<file path="src/hw/rtl/dvs_pkg.sv">
// dvs_pkg: shared constants and helpers for the double value sorter.
// No dependencies.
`timescale 1ns / 1ps
`default_nettype none
package dvs_pkg;
   localparam int DefMaxItems = 64;
   localparam int ValueWidth = 64;

   typedef enum logic [1:0] {
      ST_FILL,
      ST_DRAIN
   } state_type;

   function automatic logic [ValueWidth-1:0] order_key(input logic [ValueWidth-1:0] bits);
      order_key = bits[ValueWidth-1] ? ~bits : (bits | {1'b1, {(ValueWidth-1){1'b0}}});
   endfunction
endpackage
`default_nettype wire

</file>
<file path="src/hw/rtl/dvs_cell.sv">
// dvs_cell: one insertion cell; keeps the smaller key, passes the larger on.
// Depends on dvs_pkg.
`timescale 1ns / 1ps
`default_nettype none
module dvs_cell
   import dvs_pkg::*;
(
   input  wire logic                  clock,
   input  wire logic                  reset,
   input  wire logic                  ins_en,
   input  wire logic                  shift_en,
   input  wire logic                  in_valid,
   input  wire logic [ValueWidth-1:0] in_value,
   input  wire logic                  nxt_valid,
   input  wire logic [ValueWidth-1:0] nxt_value,
   output logic                       out_valid,
   output logic [ValueWidth-1:0]      out_value,
   output logic                       hold_valid,
   output logic [ValueWidth-1:0]      hold_value
);
   logic                  hold_valid_ff, hold_valid_in;
   logic [ValueWidth-1:0] hold_value_ff, hold_value_in;
   logic                  out_valid_ff, out_valid_in;
   logic [ValueWidth-1:0] out_value_ff, out_value_in;
   logic                  keep_new;

   assign keep_new = in_valid &&
      (!hold_valid_ff || (order_key(in_value) < order_key(hold_value_ff)));

   always_comb begin
      hold_valid_in = hold_valid_ff;
      hold_value_in = hold_value_ff;
      out_valid_in = 1'b0;
      out_value_in = out_value_ff;
      if (shift_en) begin
         hold_valid_in = nxt_valid;
         hold_value_in = nxt_value;
      end else if (ins_en && in_valid) begin
         hold_valid_in = 1'b1;
         if (keep_new) begin
            hold_value_in = in_value;
            out_valid_in = hold_valid_ff;
            out_value_in = hold_value_ff;
         end else begin
            out_valid_in = 1'b1;
            out_value_in = in_value;
         end
      end
   end

   always_ff @(posedge clock) begin
      if (reset) begin
         hold_valid_ff <= 1'b0;
         out_valid_ff <= 1'b0;
      end else begin
         hold_valid_ff <= hold_valid_in;
         out_valid_ff <= out_valid_in;
      end
      hold_value_ff <= hold_value_in;
      out_value_ff <= out_value_in;
   end

   assign out_valid = out_valid_ff;
   assign out_value = out_value_ff;
   assign hold_valid = hold_valid_ff;
   assign hold_value = hold_value_ff;
endmodule
`default_nettype wire

</file>
<file path="config.mk">
export PLATFORM = sky130hd
export DESIGN_NAME = dvs_cell
export DESIGN_NICKNAME = d
export VERILOG_FILES = /design/src/hw/rtl/dvs_pkg.sv /design/src/hw/rtl/dvs_cell.sv
export SDC_FILE = /design/constraint.sdc
export NUM_CORES = 1
export LEC_CHECK = 0
export BUFFER_PORTS_ARGS = -buffer_cell sky130_fd_sc_hd__buf_2
export CAP_MARGIN = 20
export CORE_MARGIN = 1
export CORE_UTILIZATION = 52
export DETAILED_ROUTE_END_ITERATION = 6
export PLACE_DENSITY = 0.9
export SYNTH_ARGS = -nofsm -noshare
export SYNTH_HDL_FRONTEND = slang
export SYNTH_SLANG_ARGS = --single-unit
export TNS_END_PERCENT = 50
</file>
<file path="constraint.sdc">
create_clock -name clock -period 10.3 [get_ports clock]
set_clock_uncertainty 0.05 [all_clocks]
set_input_delay 2.06 -clock clock [delete_from_list [all_inputs] [get_ports clock]]
set_output_delay 2.06 -clock clock [all_outputs]
set_load 0.01 [all_outputs]
</file>
# Word-level counts from Yosys, hierarchy flattened
# Cells that the tools add are included.
# word_totals
ff_bits,130
in_bits,134
out_inout_bits,130
word_cells,27
# classes
order_cmp,1
mux,9
n_bitwise,4
n_reduce_logical,9
# ops
cell,n
64-bit two-way mux,6
64-bit NOT,2
64-bit less-than comparator,1
2-bit AND reduction,2
2-bit nonzero test,2
1-bit two-way mux,3
3-bit OR reduction,1
1-bit logical AND,2
1-bit NOT,2
1-bit zero test,1
1-bit logical OR,1

# Logic depth before layout (Yosys ltp)
# Gate-level depths: netlist of run 1.
# depth
depth_word,8
ltp_mapped,13
mapped_depth_nobuf,9

# Worst setup path before layout of run 1
# Ideal clock, no wire load.
# synth_path
path_kind,input -> register
start,input in_value[63]
end,"register hold_value_ff[0], in the netlist hold_value[0], enable pin"
setup_ns,0.499
arrival_ns,7.483
required_ns,9.751
setup_slack_ns,2.268
cell_stages,13
path_buffers,4
cell_sequence,clkbuf_1 > clkbuf_1 > xor2_1 > ha_1 > a22oi_1 > o211ai_1 > a311oi_1 > o21ai_0 > a211oi_1 > o211ai_1 > buf_4 > buf_6 > o21bai_1
# synth_via
elab_chain_cells,7
# synth_lines
item,line_no,source
from (decl),dvs_cell.sv:13,"input wire logic [ValueWidth-1:0] in_value,"
64-bit NOT,dvs_pkg.sv:15,"order_key = bits[ValueWidth-1] ? ~bits : (bits | {1'b1, {(ValueWidth-1){1'b0}}});"
64-bit two-way mux *,dvs_pkg.sv:15,
64-bit less-than comparator *,dvs_cell.sv:28,(!hold_valid_ff || (order_key(in_value) < order_key(hold_value_ff)));
1-bit logical OR *,dvs_cell.sv:28,
1-bit logical AND *,dvs_cell.sv:27,assign keep_new = in_valid &&
2-bit nonzero test (no line) *,n/a,
2-bit AND reduction (no line) *,n/a,
to (signal assigned),dvs_cell.sv:59,hold_value_ff <= hold_value_in;
to (decl),dvs_cell.sv:22,"logic [ValueWidth-1:0] hold_value_ff, hold_value_in;"
# Mark *: on every way between the ends. The rest lies on a longest branch, timed or not.
# A chain may end at the register's enable or synchronous reset.

# Worst setup path after layout of run 1
# layout_path
start,input in_value[63]
end,"register out_value_ff[63], in the netlist out_value[63], data pin"
# layout_via
elab_chain_cells,6
# layout_lines
item,line_no,source
64-bit NOT,dvs_pkg.sv:15,
64-bit two-way mux,dvs_pkg.sv:15,
64-bit less-than comparator,dvs_cell.sv:28,
1-bit logical OR,dvs_cell.sv:28,
1-bit logical AND,dvs_cell.sv:27,
64-bit two-way mux *,dvs_cell.sv:40,if (keep_new) begin
to (signal assigned),dvs_cell.sv:60,out_value_ff <= out_value_in;
to (decl),dvs_cell.sv:24,"logic [ValueWidth-1:0] out_value_ff, out_value_in;"
# Marks and branches as above.

==> results of run 1 <==
-- through the flow --
step	utilization [%]	power, mW	area [µm²]	setup slack (ns)
2_1_floorplan	-	0.913	8160	2.27
3_3_place_gp	63.3	1.02	9660	3.65
3_5_place_dp	63.3	1.03	9660	3.46
4_1_cts	67.6	1.72	10300	3.87
5_1_grt	67.6	1.79	10300	3.61
6_report	67.6	1.71	10300	3.92
-- cell usage after synthesis (8+ instances only) --
library cell,instances,area (µm²)
buf_1,8,30.0
mux2_4,49,736
mux2_2,63,709
a21o_1,8,60.1
xnor2_1,63,552
a21oi_1,21,105
xor2_1,63,552
clkbuf_1,13,48.8
o21ai_0,8,40.0
mux2_1,15,169
ha_1,63,788
nand4_1,10,62.6
nand2_1,18,67.6
edfxtp_1,128,3840
-- tightest hold or removal path, stage by stage (launching register included) --
cell,delay (ns)
dfxtp_1,0.34
nor2_1,0.13
a221oi_1,0.08
-- metal layers --
layer | vias up | GRT usage (%) | part of all wire, %
met5 | - | 0 | 0
li1 | 2712 | - | -
met2 | 220 | 46.5 | 53
met3 | 31 | 5.19 | 4.7
met1 | 2826 | 28.2 | 40
met4 | 0 | 11.4 | 2.1
-- sequential cells by signal, indices dropped and copies added, names as in the netlist --
register / count
hold_valid: 1
hold_value: 64
out_valid: 1
out_value: 64
-- cell families after synthesis --
logic type	after synthesis	synth area share, %
flip-flops	130	47.6
AND/OR/NAND/NOR	52	3.14
adder cells (fa/ha/maj)	63	9.66
AO/OA/AOI/OAI	56	4.23
multiplexers	127	19.8
XOR/XNOR	126	13.5
buffers and inverters	32	2.04
-- worst max-delay path by stage --
stage	slack (ns)	end	from
floorplan	2.27	hold_value[0]	in_value[63]
global placement	3.65	out_value[63]	in_value[63]
detailed placement	3.46	out_value[63]	in_value[63]
CTS	3.87	hold_value[43]	in_value[63]
global route	3.61	out_value[63]	in_value[63]
finish	3.92	out_value[63]	in_value[63]
-- final cells by class --
class                      count  share of cell area (%)
clock buffer                  17                    4.12
clock inverter                14                    2.29
inverter                       3                   0.109
multi-input combinational    424                    40.0
sequential                   130                    37.6
tap                          211                    2.56
timing repair buffer         270                    13.3
-- report_power, final --
part           switching, mW  leakage, nW  internal, mW  total [mW]
clock                  0.234        0.321         0.452       0.686
sequential            0.0238         1.24         0.625       0.649
combinational          0.193         2.90         0.185       0.378
==> results.json, run 1 <==
{
  "status": "completed",
  "tns_ns": 0,
  "rsz0062_at_grt": "false",
  "drt_wl_total_mm": 20.0,
  "seq_area_frac_synth_pct": 47.6,
  "coreArea_um2": 15300,
  "cts_tree": "done",
  "track_usage_pct": 25.3,
  "min_from": "hold_valid",
  "power.density_nw_per_um2": 166,
  "period_needed_ns": 6.38,
  "fin_crit_sh_pct": 61.9,
  "n_fill_cell": 1104,
  "crit_chain": "buf_4 > buf_4 > xor2_1 > ha_1 > nand4_1 > nor4_1 > nor3b_1 > a211oi_1 > o211ai_1 > buf_4 > buf_4 > mux2_1",
  "start_kind": "primary input",
  "drv_slew": 0,
  "ir_worst_vdd_v": 0.000113,
  "wl_per_cell_um": 18.7,
  "r2r_start": "hold_value[63]",
  "grt_pass1_vias": 6281,
  "final_cells": 1069,
  "fin_nets": 1043,
  "seq_area_um2": 3880,
  "synth_edf_count": 128,
  "first_iter_violations": 340,
  "fp-row-count": 45,
  "initial_core_util_pct": 53.5,
  "finalSetupViolCount": 0,
  "path_depth": 12,
  "max_freq_mhz": 157,
  "crit_path_frequent_cell": "buf_4",
  "multiInputGateArea_um2": 4130,
  "crit_type": "in2reg",
  "cp.buffers_inverters": 4,
  "r2r_setup_slack_ns": 5.22,
  "worstPathRequired_ns": 10.42,
  "holdBufCountCts": 0,
  "cts_max_level": 4,
  "die_x_um": 127,
  "grt_max_degree": 71,
  "die_height_um": 127,
  "ys_warn_count": 0,
  "hold_path_depth": 2,
  "final_common_cell": "buf_2",
  "slew_headroom_pct": 31.8,
  "synth-async-reset-ratio_pct": 0,
  "area_growth_pct": 26.5,
  "worstPathArrival_ns": 6.50,
  "drtPass1Iterations": 4,
  "port_buffers": 263,
  "drive_gt1_share_pct": 48.3,
  "vias_per_cell": 5.42,
  "critPathMaxStageDelay_ns": 0.64,
  "ant_nets": 0,
  "dp.cells": 1038,
  "grt_overflow": 0,
  "yosysUniqueCellTypes": 38,
  "tightest_slew_ns": 1.02,
  "post_cts_buffers": 0,
  "die-area_um2": 16200,
  "leakage_nw": 4.46,
  "syn_inst": 586,
  "worstReg2RegEnd": "out_value[63]",
  "syn_nets": 783,
  "clkTransAtPathRegs_ns": 0.06,
  "vias": 5789,
  "cts.repair.resized": 0,
  "whs_ns": 0.542,
  "antenna_cells": 0,
  "rr_worst_depth": 12,
  "pin_count": 264,
  "clockBufferDepth": 2,
  "hold_end": "hold_valid",
  "synth_ff_type": "edfxtp_1",
  "hold_viol_final": 0,
  "maxCapViolCount": 0,
  "grt_antenna_before_repair": 0,
  "dp_hpwl_mm": 14.0,
  "crit_fanout": 37,
  "grt_pass1_wl_mm": 31.1,
  "avgSynthCellArea_um2": 13.9,
  "cts-root-buf": "clkbuf_16",
  "syn-cell-area_um2": 8160,
  "place_congestion": 0.745,
  "drc": 0,
  "insertion_delay_ns": 0.42,
  "end_kind": "flop",
  "final_cell_mix": "buf_2 (261), edfxtp_1 (128)",
  "hold_path.class": "reg2reg",
  "cts.sinks": 130,
  "slowest_stage": "buf_4",
  "cts_buffers": 17,
  "critPathTopFamily": "buffers and inverters",
  "ys_seq_elements": 130
}
(Power assumes the default switching activity.)
==> run 2: changes to the inputs <==
==> constraint.sdc (replaced) <==
create_clock -name clock -period 6.54 [get_ports clock]
set_clock_uncertainty 0.05 [all_clocks]
set_input_delay 1.308 -clock clock [delete_from_list [all_inputs] [get_ports clock]]
set_output_delay 1.308 -clock clock [all_outputs]
set_load 0.01 [all_outputs]
==> results.json, run 2 (same netlist as run 1, synthesis figures left out) <==
{
  "insertion_delay_ns": 0.42,
  "die-area_um2": 16200,
  "r2r_start": "hold_value[63]",
  "finalSetupViolCount": 0,
  "initial_core_util_pct": 53.5,
  "final_cell_mix": "buf_2 (261), edfxtp_1 (128)",
  "slowest_stage": "buf_4",
  "wl_per_cell_um": 18.2,
  "p_comb_share_pct": 23.5,
  "critPathMaxStageDelay_ns": 0.62,
  "cts_max_level": 4,
  "stdcell_area_um2": 10200,
  "power.density_nw_per_um2": 246,
  "antenna_cells": 0,
  "final_cells": 1071,
  "path_depth": 10,
  "grt_pass1_wl_mm": 30.5,
  "top_layer": "met4",
  "post_cts_buffers": 0,
  "max_freq_mhz": 208,
  "rsz0062_at_grt": "false",
  "dr_wl_met3_mm": 1.06,
  "cp.buffers_inverters": 3,
  "grt_pass1_vias": 6002,
  "first_iter_violations": 233,
  "p_sw_uw": 683,
  "vias": 5730,
  "r2r_setup_slack_ns": 2.46,
  "vias_per_cell": 5.35,
  "drt_wl_total_mm": 19.5,
  "area_growth_pct": 25.2,
  "hold_path.class": "reg2reg",
  "clkTransAtPathRegs_ns": 0.06,
  "wirelength_met1_mm": 7.75,
  "period_needed_ns": 4.82,
  "switching_share_pct": 27.2,
  "dp.cells": 1039,
  "wl_met2_mm": 10.3,
  "cts_buffers": 17,
  "cts_tree": "done",
  "leakage_nw": 4.41,
  "worstPathArrival_ns": 4.92,
  "crit_path_frequent_cell": "buf_4",
  "die_x_um": 127,
  "drive_gt1_share_pct": 47.7,
  "ir_worst_vdd_v": 0.000162,
  "end_kind": "flop",
  "finalPower_mw": 2.51,
  "cts.sinks": 130,
  "grt_max_degree": 71,
  "grt_antenna_before_repair": 0,
  "die_height_um": 127,
  "tns_ns": 0,
  "grt_overflow": 0,
  "fin_nets": 1044,
  "crit_fanout": 49,
  "drv_slew": 0,
  "tightest_slew_ns": 1.03,
  "crit_path_start": "in_value[63]",
  "cts.repair.resized": 0,
  "drc": 0,
  "maxCapViolCount": 0,
  "worstReg2RegEnd": "out_value[63]",
  "clockBufferDepth": 2,
  "start_kind": "primary input",
  "drtPass1Iterations": 4,
  "status": "completed",
  "ant_nets": 0,
  "crit_chain": "buf_4 > buf_4 > xor2_1 > ha_1 > nand4_1 > nor4_1 > nand3_1 > o211ai_1 > buf_4 > mux2_1",
  "pwr-share-clk_pct": 35.7,
  "holdBufCountCts": 0,
  "fin_crit_sh_pct": 73.7,
  "rr_worst_depth": 10,
  "intPower_mw": 1.83,
  "port_buffers": 263,
  "worstPathRequired_ns": 6.65,
  "n_fill_cell": 1096,
  "cts-root-buf": "clkbuf_16",
  "endpoint": "out_value[63]",
  "crit_type": "in2reg",
  "final_common_cell": "buf_2",
  "dp_hpwl_mm": 14.0,
  "dpl-instance-area_um2": 9670,
  "pin_count": 264,
  "seqPwrFrac_pct": 40.8,
  "hold_viol_final": 0,
  "track_usage_pct": 24.8,
  "place_congestion": 0.764,
  "slew_headroom_pct": 31.4,
  "coreArea_um2": 15300,
  "fp-row-count": 45,
  "critPathTopFamily": "buffers and inverters"
}
==> run 2: through the flow <==
step                utilization [%]  hold slack, ns  setup slack (ns)
floorplan                         -           0.512             0.623
global placement               63.4           0.505              1.38
detailed placement             63.4           0.518              1.29
CTS                            67.0           0.527              1.70
global route                   67.0           0.548              1.48
finish                         67.0           0.525              1.72
==> run 2: power by group through the flow <==
stage	clock (mW)	combinational (mW)	sequential, mW
after floorplan	0	0.380	1.06
after global placement	0	0.562	1.04
after detailed placement	0	0.586	1.04
after CTS	0.914	0.593	1.02
after global routing	0.949	0.656	1.03
final	0.897	0.590	1.02
==> run 2: how the worst min path moves through the flow <==
| stage | to | slack (ns) | startpoint | depth (start not counted) |
|---|---|---|---|---|
| 2_1_floorplan | hold_valid | 0.51 | hold_valid | 2 |
| 3_3_place_gp | hold_valid | 0.50 | hold_valid | 2 |
| 3_5_place_dp | hold_valid | 0.52 | hold_valid | 2 |
| 4_1_cts | hold_valid | 0.53 | hold_valid | 2 |
| 5_1_grt | hold_valid | 0.55 | hold_valid | 2 |
| 6_report | hold_valid | 0.53 | hold_valid | 2 |
==> run 2: cell type report <==
| class | count | area (µm²) | area share (%) |
|---|---|---|---|
| clock inverter | 14 | 121 | 1.19 |
| tap | 211 | 264 | 2.58 |
| clock buffer | 18 | 429 | 4.20 |
| sequential | 130 | 3880 | 38.0 |
| multi-input combinational | 424 | 4130 | 40.4 |
| timing repair buffer | 271 | 1380 | 13.5 |
| inverter | 3 | 11.3 | 0.110 |
==> run 2: per-layer routing <==
layer	up-vias	track usage, %
met1	2775	27.7
met5	-	0
met2	214	45.4
met4	0	9.87
met3	29	5.90
li1	2712	-
==> run 2: tightest hold or removal path, delay by kind of cell (launching register included) <==
family / cells / cell delay [ns]
flops: 1 / 0.34
compound gates: 1 / 0.07
simple gates: 1 / 0.11
